**src/sv/sst_pkg.sv**
```systemverilog
// ----------------------------------------------------------------------------
// sst_pkg: shared constants for the sorted set table
// Capacity, derived widths and operation codes.
// ----------------------------------------------------------------------------
package sst_pkg;

  localparam int unsigned Capacity  = 16;
  localparam int unsigned ValW      = 32;
  localparam int unsigned OpW       = 2;
  localparam int unsigned CountOutW = 5;
  localparam int unsigned CntW      = $clog2(Capacity + 1);
  localparam int unsigned IdxW      = $clog2(Capacity);

  localparam logic [OpW-1:0] OpInsert = 2'd0;
  localparam logic [OpW-1:0] OpRemove = 2'd1;
  localparam logic [OpW-1:0] OpQuery  = 2'd2;

endpackage

```
**src/sv/sst_ram.sv**
```systemverilog
// ----------------------------------------------------------------------------
// sst_ram: generic single-write, single-read RAM
// One write port, one read port, read data registered.
// ----------------------------------------------------------------------------
module sst_ram #(
  parameter int unsigned Width = 32,
  parameter int unsigned Depth = 16,
  localparam int unsigned AddrW = (Depth > 1) ? $clog2(Depth) : 1
) (
  input  logic             clk_i,
  input  logic             we_i,
  input  logic [AddrW-1:0] waddr_i,
  input  logic [Width-1:0] wdata_i,
  input  logic [AddrW-1:0] raddr_i,
  output logic [Width-1:0] rdata_o
);

  logic [Width-1:0] mem_q [Depth];
  logic [Width-1:0] rdata_q;

  always_ff @(posedge clk_i) begin
    if (we_i) begin
      mem_q[waddr_i] <= wdata_i;
    end
    rdata_q <= mem_q[raddr_i];
  end

  assign rdata_o = rdata_q;

endmodule

```
**src/sv/sorted_set_table.sv**
```systemverilog
// ----------------------------------------------------------------------------
// sorted_set_table: ordered set of distinct signed 32-bit values
// Insert, remove and membership query over a RAM held in ascending order.
// ----------------------------------------------------------------------------
// Usage:
//   A word (operation_i, value_i) is taken on a rising edge with start_i high
//   and busy_o low. busy_o stays high until the result is out. The result
//   (present_o, count_o, status_o) is valid for exactly one cycle, marked by
//   done_o; the receiver cannot stall it. busy_o is low during that cycle, so
//   the next word may be taken on the edge that ends it.
//   Steps, with n entries held and p the sorted position of the value:
//     search: SRd and SCmp read entries in ascending order up to p
//     insert of an absent value: entries p..n-1 move up, then SPut writes
//     remove of a present value: entries p+1..n-1 move down one place
//     before any shift, SAct decides the action; the result is registered.
//   Each shift step reads one entry (SShRd), then writes it (SShWr).
//   An insert into a full set is refused with status_o high.
//   Operation code 3 behaves as a query.
//   Reset empties the set at once; no clearing pass is needed.
// ----------------------------------------------------------------------------
module sorted_set_table (
  input  logic                                clk_i,
  input  logic                                rst_ni,
  input  logic                                start_i,
  output logic                                busy_o,
  input  logic [sst_pkg::OpW-1:0]             operation_i,
  input  logic signed [sst_pkg::ValW-1:0]     value_i,
  output logic                                done_o,
  output logic                                present_o,
  output logic [sst_pkg::CountOutW-1:0]       count_o,
  output logic                                status_o
);

  localparam int unsigned CntW = sst_pkg::CntW;
  localparam int unsigned IdxW = sst_pkg::IdxW;

  localparam logic [2:0] SIdle = 3'd0;
  localparam logic [2:0] SRd   = 3'd1;
  localparam logic [2:0] SCmp  = 3'd2;
  localparam logic [2:0] SAct  = 3'd3;
  localparam logic [2:0] SShRd = 3'd4;
  localparam logic [2:0] SShWr = 3'd5;
  localparam logic [2:0] SPut  = 3'd6;

  logic [2:0]                     state_q, state_d;
  logic [sst_pkg::OpW-1:0]        op_q, op_d;
  logic signed [sst_pkg::ValW-1:0] key_q, key_d;
  logic                           found_q, found_d;
  logic [CntW-1:0]                pos_q, pos_d;
  logic [CntW-1:0]                j_q, j_d;
  logic [CntW-1:0]                count_q, count_d;
  logic                           done_q, done_d;
  logic                           present_q, present_d;
  logic                           status_q, status_d;

  logic                           ram_we;
  logic [IdxW-1:0]                ram_waddr, ram_raddr;
  logic [sst_pkg::ValW-1:0]       ram_wdata, ram_rdata;
  logic signed [sst_pkg::ValW-1:0] rd_val;

  logic [CntW-1:0] j_m1, j_p1, pos_p1, count_m1;
  logic            is_ins;

  assign rd_val   = $signed(ram_rdata);
  assign j_m1     = j_q - CntW'(1);
  assign j_p1     = j_q + CntW'(1);
  assign pos_p1   = pos_q + CntW'(1);
  assign count_m1 = count_q - CntW'(1);
  assign is_ins   = (op_q == sst_pkg::OpInsert);

  sst_ram #(
    .Width(sst_pkg::ValW),
    .Depth(sst_pkg::Capacity)
  ) u_ram (
    .clk_i  (clk_i),
    .we_i   (ram_we),
    .waddr_i(ram_waddr),
    .wdata_i(ram_wdata),
    .raddr_i(ram_raddr),
    .rdata_o(ram_rdata)
  );

  always_comb begin
    state_d   = state_q;
    op_d      = op_q;
    key_d     = key_q;
    found_d   = found_q;
    pos_d     = pos_q;
    j_d       = j_q;
    count_d   = count_q;
    done_d    = 1'b0;
    present_d = present_q;
    status_d  = status_q;
    ram_we    = 1'b0;
    ram_waddr = j_q[IdxW-1:0];
    ram_wdata = ram_rdata;
    ram_raddr = pos_q[IdxW-1:0];

    case (state_q)
      SIdle: begin
        if (start_i) begin
          op_d    = operation_i;
          key_d   = value_i;
          found_d = 1'b0;
          pos_d   = '0;
          state_d = (count_q == '0) ? SAct : SRd;
        end
      end
      SRd: begin
        ram_raddr = pos_q[IdxW-1:0];
        state_d   = SCmp;
      end
      SCmp: begin
        if (rd_val < key_q) begin
          pos_d = pos_p1;
          state_d = (pos_p1 < count_q) ? SRd : SAct;
        end else begin
          found_d = (rd_val == key_q);
          state_d = SAct;
        end
      end
      SAct: begin
        status_d = 1'b0;
        if (is_ins && !found_q) begin
          if (count_q == CntW'(sst_pkg::Capacity)) begin
            status_d  = 1'b1;
            present_d = 1'b0;
            done_d    = 1'b1;
            state_d   = SIdle;
          end else begin
            j_d     = count_q;
            state_d = (count_q == pos_q) ? SPut : SShRd;
          end
        end else if ((op_q == sst_pkg::OpRemove) && found_q) begin
          j_d = pos_q;
          if (pos_p1 < count_q) begin
            state_d = SShRd;
          end else begin
            count_d   = count_m1;
            present_d = 1'b1;
            done_d    = 1'b1;
            state_d   = SIdle;
          end
        end else begin
          present_d = found_q;
          done_d    = 1'b1;
          state_d   = SIdle;
        end
      end
      SShRd: begin
        ram_raddr = is_ins ? j_m1[IdxW-1:0] : j_p1[IdxW-1:0];
        state_d   = SShWr;
      end
      SShWr: begin
        ram_we    = 1'b1;
        ram_waddr = j_q[IdxW-1:0];
        ram_wdata = ram_rdata;
        if (is_ins) begin
          j_d     = j_m1;
          state_d = (j_m1 == pos_q) ? SPut : SShRd;
        end else begin
          j_d = j_p1;
          if (j_p1 < count_m1) begin
            state_d = SShRd;
          end else begin
            count_d   = count_m1;
            present_d = 1'b1;
            done_d    = 1'b1;
            state_d   = SIdle;
          end
        end
      end
      SPut: begin
        ram_we    = 1'b1;
        ram_waddr = pos_q[IdxW-1:0];
        ram_wdata = key_q;
        count_d   = count_q + CntW'(1);
        present_d = 1'b0;
        done_d    = 1'b1;
        state_d   = SIdle;
      end
      default: begin
        state_d = SIdle;
      end
    endcase
  end

  always_ff @(posedge clk_i or negedge rst_ni) begin
    if (!rst_ni) begin
      state_q   <= SIdle;
      count_q   <= '0;
      done_q    <= 1'b0;
      present_q <= 1'b0;
      status_q  <= 1'b0;
    end else begin
      state_q   <= state_d;
      count_q   <= count_d;
      done_q    <= done_d;
      present_q <= present_d;
      status_q  <= status_d;
    end
  end

  always_ff @(posedge clk_i) begin
    op_q    <= op_d;
    key_q   <= key_d;
    found_q <= found_d;
    pos_q   <= pos_d;
    j_q     <= j_d;
  end

  assign busy_o    = (state_q != SIdle);
  assign done_o    = done_q;
  assign present_o = present_q;
  assign status_o  = status_q;
  assign count_o   = sst_pkg::CountOutW'(count_q);

`ifndef SYNTHESIS
  a_done_idle: assert property (@(posedge clk_i) disable iff (!rst_ni)
    done_o |-> !busy_o)
    else $error("result shown while busy");

  a_count_cap: assert property (@(posedge clk_i) disable iff (!rst_ni)
    count_q <= CntW'(sst_pkg::Capacity))
    else $error("count above capacity");

  a_start_busy: assert property (@(posedge clk_i) disable iff (!rst_ni)
    (start_i && !busy_o) |=> busy_o)
    else $error("accepted word did not raise busy");

  a_full_reject: assert property (@(posedge clk_i) disable iff (!rst_ni)
    (done_o && status_o) |-> (!present_o && count_q == CntW'(sst_pkg::Capacity)))
    else $error("reject without full set");

  a_count_step: assert property (@(posedge clk_i) disable iff (!rst_ni)
    (count_q != $past(count_q)) |-> done_o)
    else $error("count changed outside a result");
`endif

endmodule
```
**config.mk**
```make
export PLATFORM = sky130hd
export DESIGN_NAME = sorted_set_table
export DESIGN_NICKNAME = d
export VERILOG_FILES = /design/src/sv/sst_pkg.sv /design/src/sv/sst_ram.sv /design/src/sv/sorted_set_table.sv
export SDC_FILE = /design/constraint.sdc
export NUM_CORES = 1
export LEC_CHECK = 0
export BUFFER_PORTS_ARGS = -buffer_cell sky130_fd_sc_hd__buf_2
export CORE_MARGIN = 2
export CORE_UTILIZATION = 50
export CTS_BUF_LIST = sky130_fd_sc_hd__clkbuf_8
export CTS_CLUSTER_SIZE = 28
export DETAILED_ROUTE_END_ITERATION = 8
export PLACE_DENSITY = 0.75
export SLEW_MARGIN = 20
export SYNTH_ARGS = -nofsm -noshare
export SYNTH_HDL_FRONTEND = slang
export SYNTH_SLANG_ARGS = --single-unit
```
**constraint.sdc**
```tcl
create_clock -name clk_i -period 4.55 [get_ports clk_i]
set_input_delay 0.91 -clock clk_i [delete_from_list [all_inputs] [get_ports clk_i]]
set_output_delay 0.91 -clock clk_i [all_outputs]
set_load 0.1 [all_outputs]
```
==> metrics.yaml <==
cells_and_area:
  drive_gt1_share_pct: 24.9
  num_antenna_cells: 0
  area_delta_synth_final_pct: 13.6
  nFillCells: 3500
  fin_nets: 1604
yosys:
  synth.distinct_cells: 62
  yosysTopAreaCell: "edfxtp_1"
  ys_warn_count: 0
  yosysTopAreaCellShare_pct: 69.1
  synthArstFlopShare_pct: 1.83
  syn_nets: 1463
  synth.most_common_cell: "edfxtp_1"
  netlist_area_um2: 24200
  netlist_instances: 1380
  ys_ff_latch: 600
  synth-seq-area-share_pct: 72.9
  synth_edf_count: 557
  avgSynthCellArea_um2: 17.5
  synthTopCellsByArea: "edfxtp_1, mux4_2, mux2_2"
  synth_top_flop_cell: "edfxtp_1"
  ys_top_cells_by_count: "edfxtp_1, nand2_1, mux2i_1"
floorplanning:
  fp.coreArea_um2: 47700
  initial_core_util_pct: 50.7
  die_x_um: 224
  num_rows: 80
  die_area_um2: 50200
  die_h_um: 224
  pin_count: 46
cts:
  cts_buffers: 95
  cts_tree: "yes"
  cts_root_buffer: "clkbuf_8"
  h-tree-depth: 3
  clk_latency_ns: 0.68
  cts_setup_buffers: 0
  clk_path_buf_depth: 3
  clock_sinks: 600
  clk_pin_slew_ns: 0.07
  cts_resized: 0
  cts_hold_buf: 0
critical_path:
  path_max_fanout: 106
  slowest_delay_ns: 0.53
  critPathRequiredTime_ns: 5.08
  start_kind: "flip-flop"
  path_buf_inv: 1
  worstPathArrival_ns: 3.96
  endpoint_kind: "flip-flop"
  cp_top_family: "simple AND/OR/NAND/NOR gates"
  crit_chain: "nor2b_2, and2b_1, mux2i_4, buf_12, mux4_2, a222oi_1, nand3_1"
  crit_type: "reg2reg"
  crit_path_top_delay_cell: "dfrtp_1"
sta:
  skew_ns: 0.0267
  period_minus_slack_ns: 3.43
  hold_viol_final: 0
  worst_slew_pin_slew_ns: 0.993
  setup-tns-final_ns: 0
  post-route-period-util_pct: 75.3
  slew_headroom_pct: 33.5
  grt_setup_unrepaired: "false"
  setup_viol: 0
  max_freq_mhz: 292
  maxSlewViolCount: 0
routing:
  wire_per_inst_um: 24.6
  vias_per_cell: 5.98
  num_vias: 13300
  drtIter0Drc: 1592
  drc: 0
  routed_wl_um: 54500
  drtPass1Iterations: 6
  antenna_left: 0
placement:
  numPortBuffers: 45
  hpwl_um: 30500
  gp_congestion: 0.840
global_route:
  grt_max_degree: 107
  track_usage_pct: 22.0
  antenna_found_initial: 0
  grt_pass1_wl_um: 80900
  grt-ovfl-total: 0
  grt_pass1_vias: 13300
power_and_ir_drop:
  sw_frac_of_total_pct: 33.1
  p_sw_uw: 5860
  p_clk_share_pct: 25.1
  seq_power_share_pct: 42.8
  power_uw: 17700
  p_per_area_nw_per_um2: 645
  p_leak_uw: 0.00977
  ir_drop_mv: 0.458
  combPwrFrac_pct: 32.1
  internal-power_uw: 11900
flow_run:
  maxCapViolCount: 0
run_status:
  status: "complete, no violations"
worst_hold_path:
  hold_class: "in2async"
-- layer usage --
metal | track usage, % | routed length, um
met5 | 0.489 | 0
met4 | 8.62 | 1580
met3 | 4.59 | 4470
met2 | 35.3 | 26600
met1 | 29.7 | 21800
-- power groups by stage --
stage | logic, uW | registers [uW] | clock network, uW
after CTS | 5720 | 7580 | 4510
final | 5700 | 7580 | 4440
after floorplan | 3900 | 7730 | 0
after global routing | 6170 | 7620 | 4730
after detailed placement | 5690 | 7690 | 0
after global placement | 5520 | 7680 | 0
-- path summary, 6_finish.rpt --
path,from,to,slack [ns],cells past startpoint
worst max-delay path,state_q[2],u_ram.rdata_o[19],1.12,7
worst min-delay path,rst_ni,count_o[3],0.09,1
worst max register to register,state_q[2],u_ram.rdata_o[19],1.12,7
worst min register to register,status_o,status_o,0.51,1
max in group asynchronous,rst_ni,count_o[1],4.24,1
min in group clk_i,value_i[0],key_q[0],0.40,1
-- stage by stage --
| step | cell area (um2) | setup WS (ns) | hold slack (ns) | instances | utilization, % |
|---|---|---|---|---|---|
| 3_3_place_gp | 25600 | 1.28 | 0.496 | 2039 | 53.7 |
| 6_report | 27500 | 1.12 | 0.0907 | 2216 | 57.6 |
| 3_5_place_dp | 25600 | 1.13 | 0.499 | 2039 | 53.7 |
| 4_1_cts | 27500 | 1.16 | 0.0568 | 2216 | 57.6 |
| 2_1_floorplan | 24200 | 1.25 | 0.560 | 1380 | - |
| 5_1_grt | 27500 | 0.990 | 0.0890 | 2216 | 57.6 |
-- layout make-up --
cell class                      count  area (um2)  area share [%]
Clock buffer                      108        1490            5.41
Clock inverter                     69         384            1.40
Inverter                           46         173           0.628
Multi-Input combinational cell    664        6210            22.6
Sequential cell                   600       17600            64.2
Tap cell                          615         769            2.80
Timing Repair Buffer              114         831            3.02
-- state kept, by name, indices dropped and copies added, names as in the netlist, 2 cells and up --
| name | count |
|---|---|
| count_o | 5 |
| j_q | 5 |
| key_q | 32 |
| op_q | 2 |
| pos_q | 5 |
| state_q | 3 |
| u_ram.mem_q | 512 |
| u_ram.rdata_o | 32 |
-- kinds of logic (layout without fill, tap and decap cells) --
logic type,Yosys count,count (layout),synth area share (%)
simple gates,221,221,4.29
mux,200,200,12.1
fa+ha+maj,46,46,2.38
buf+inv,116,337,2.17
flops,600,600,72.9
compound gates,168,168,5.12
xor+xnor,29,29,1.08
-- cells in the final DEF, fill, tap and decap left out, drive strengths merged, types with 7 or more instances in the layout --
cell and instances:
a21o 9, a21oi 20, a222oi 31, a31oi 7
buf 114, clkbuf 108, clkinv 24, dfrtp 11
dfxtp 32, edfxtp 557, ha 46, inv 87
mux2 63, mux2i 71, mux4 66, nand2 83
nand3 39, nand4 10, nor2 39, nor3 15
o21ai 41, o22a 31, xnor2 21, xor2 8
(Power assumes the default switching activity.)
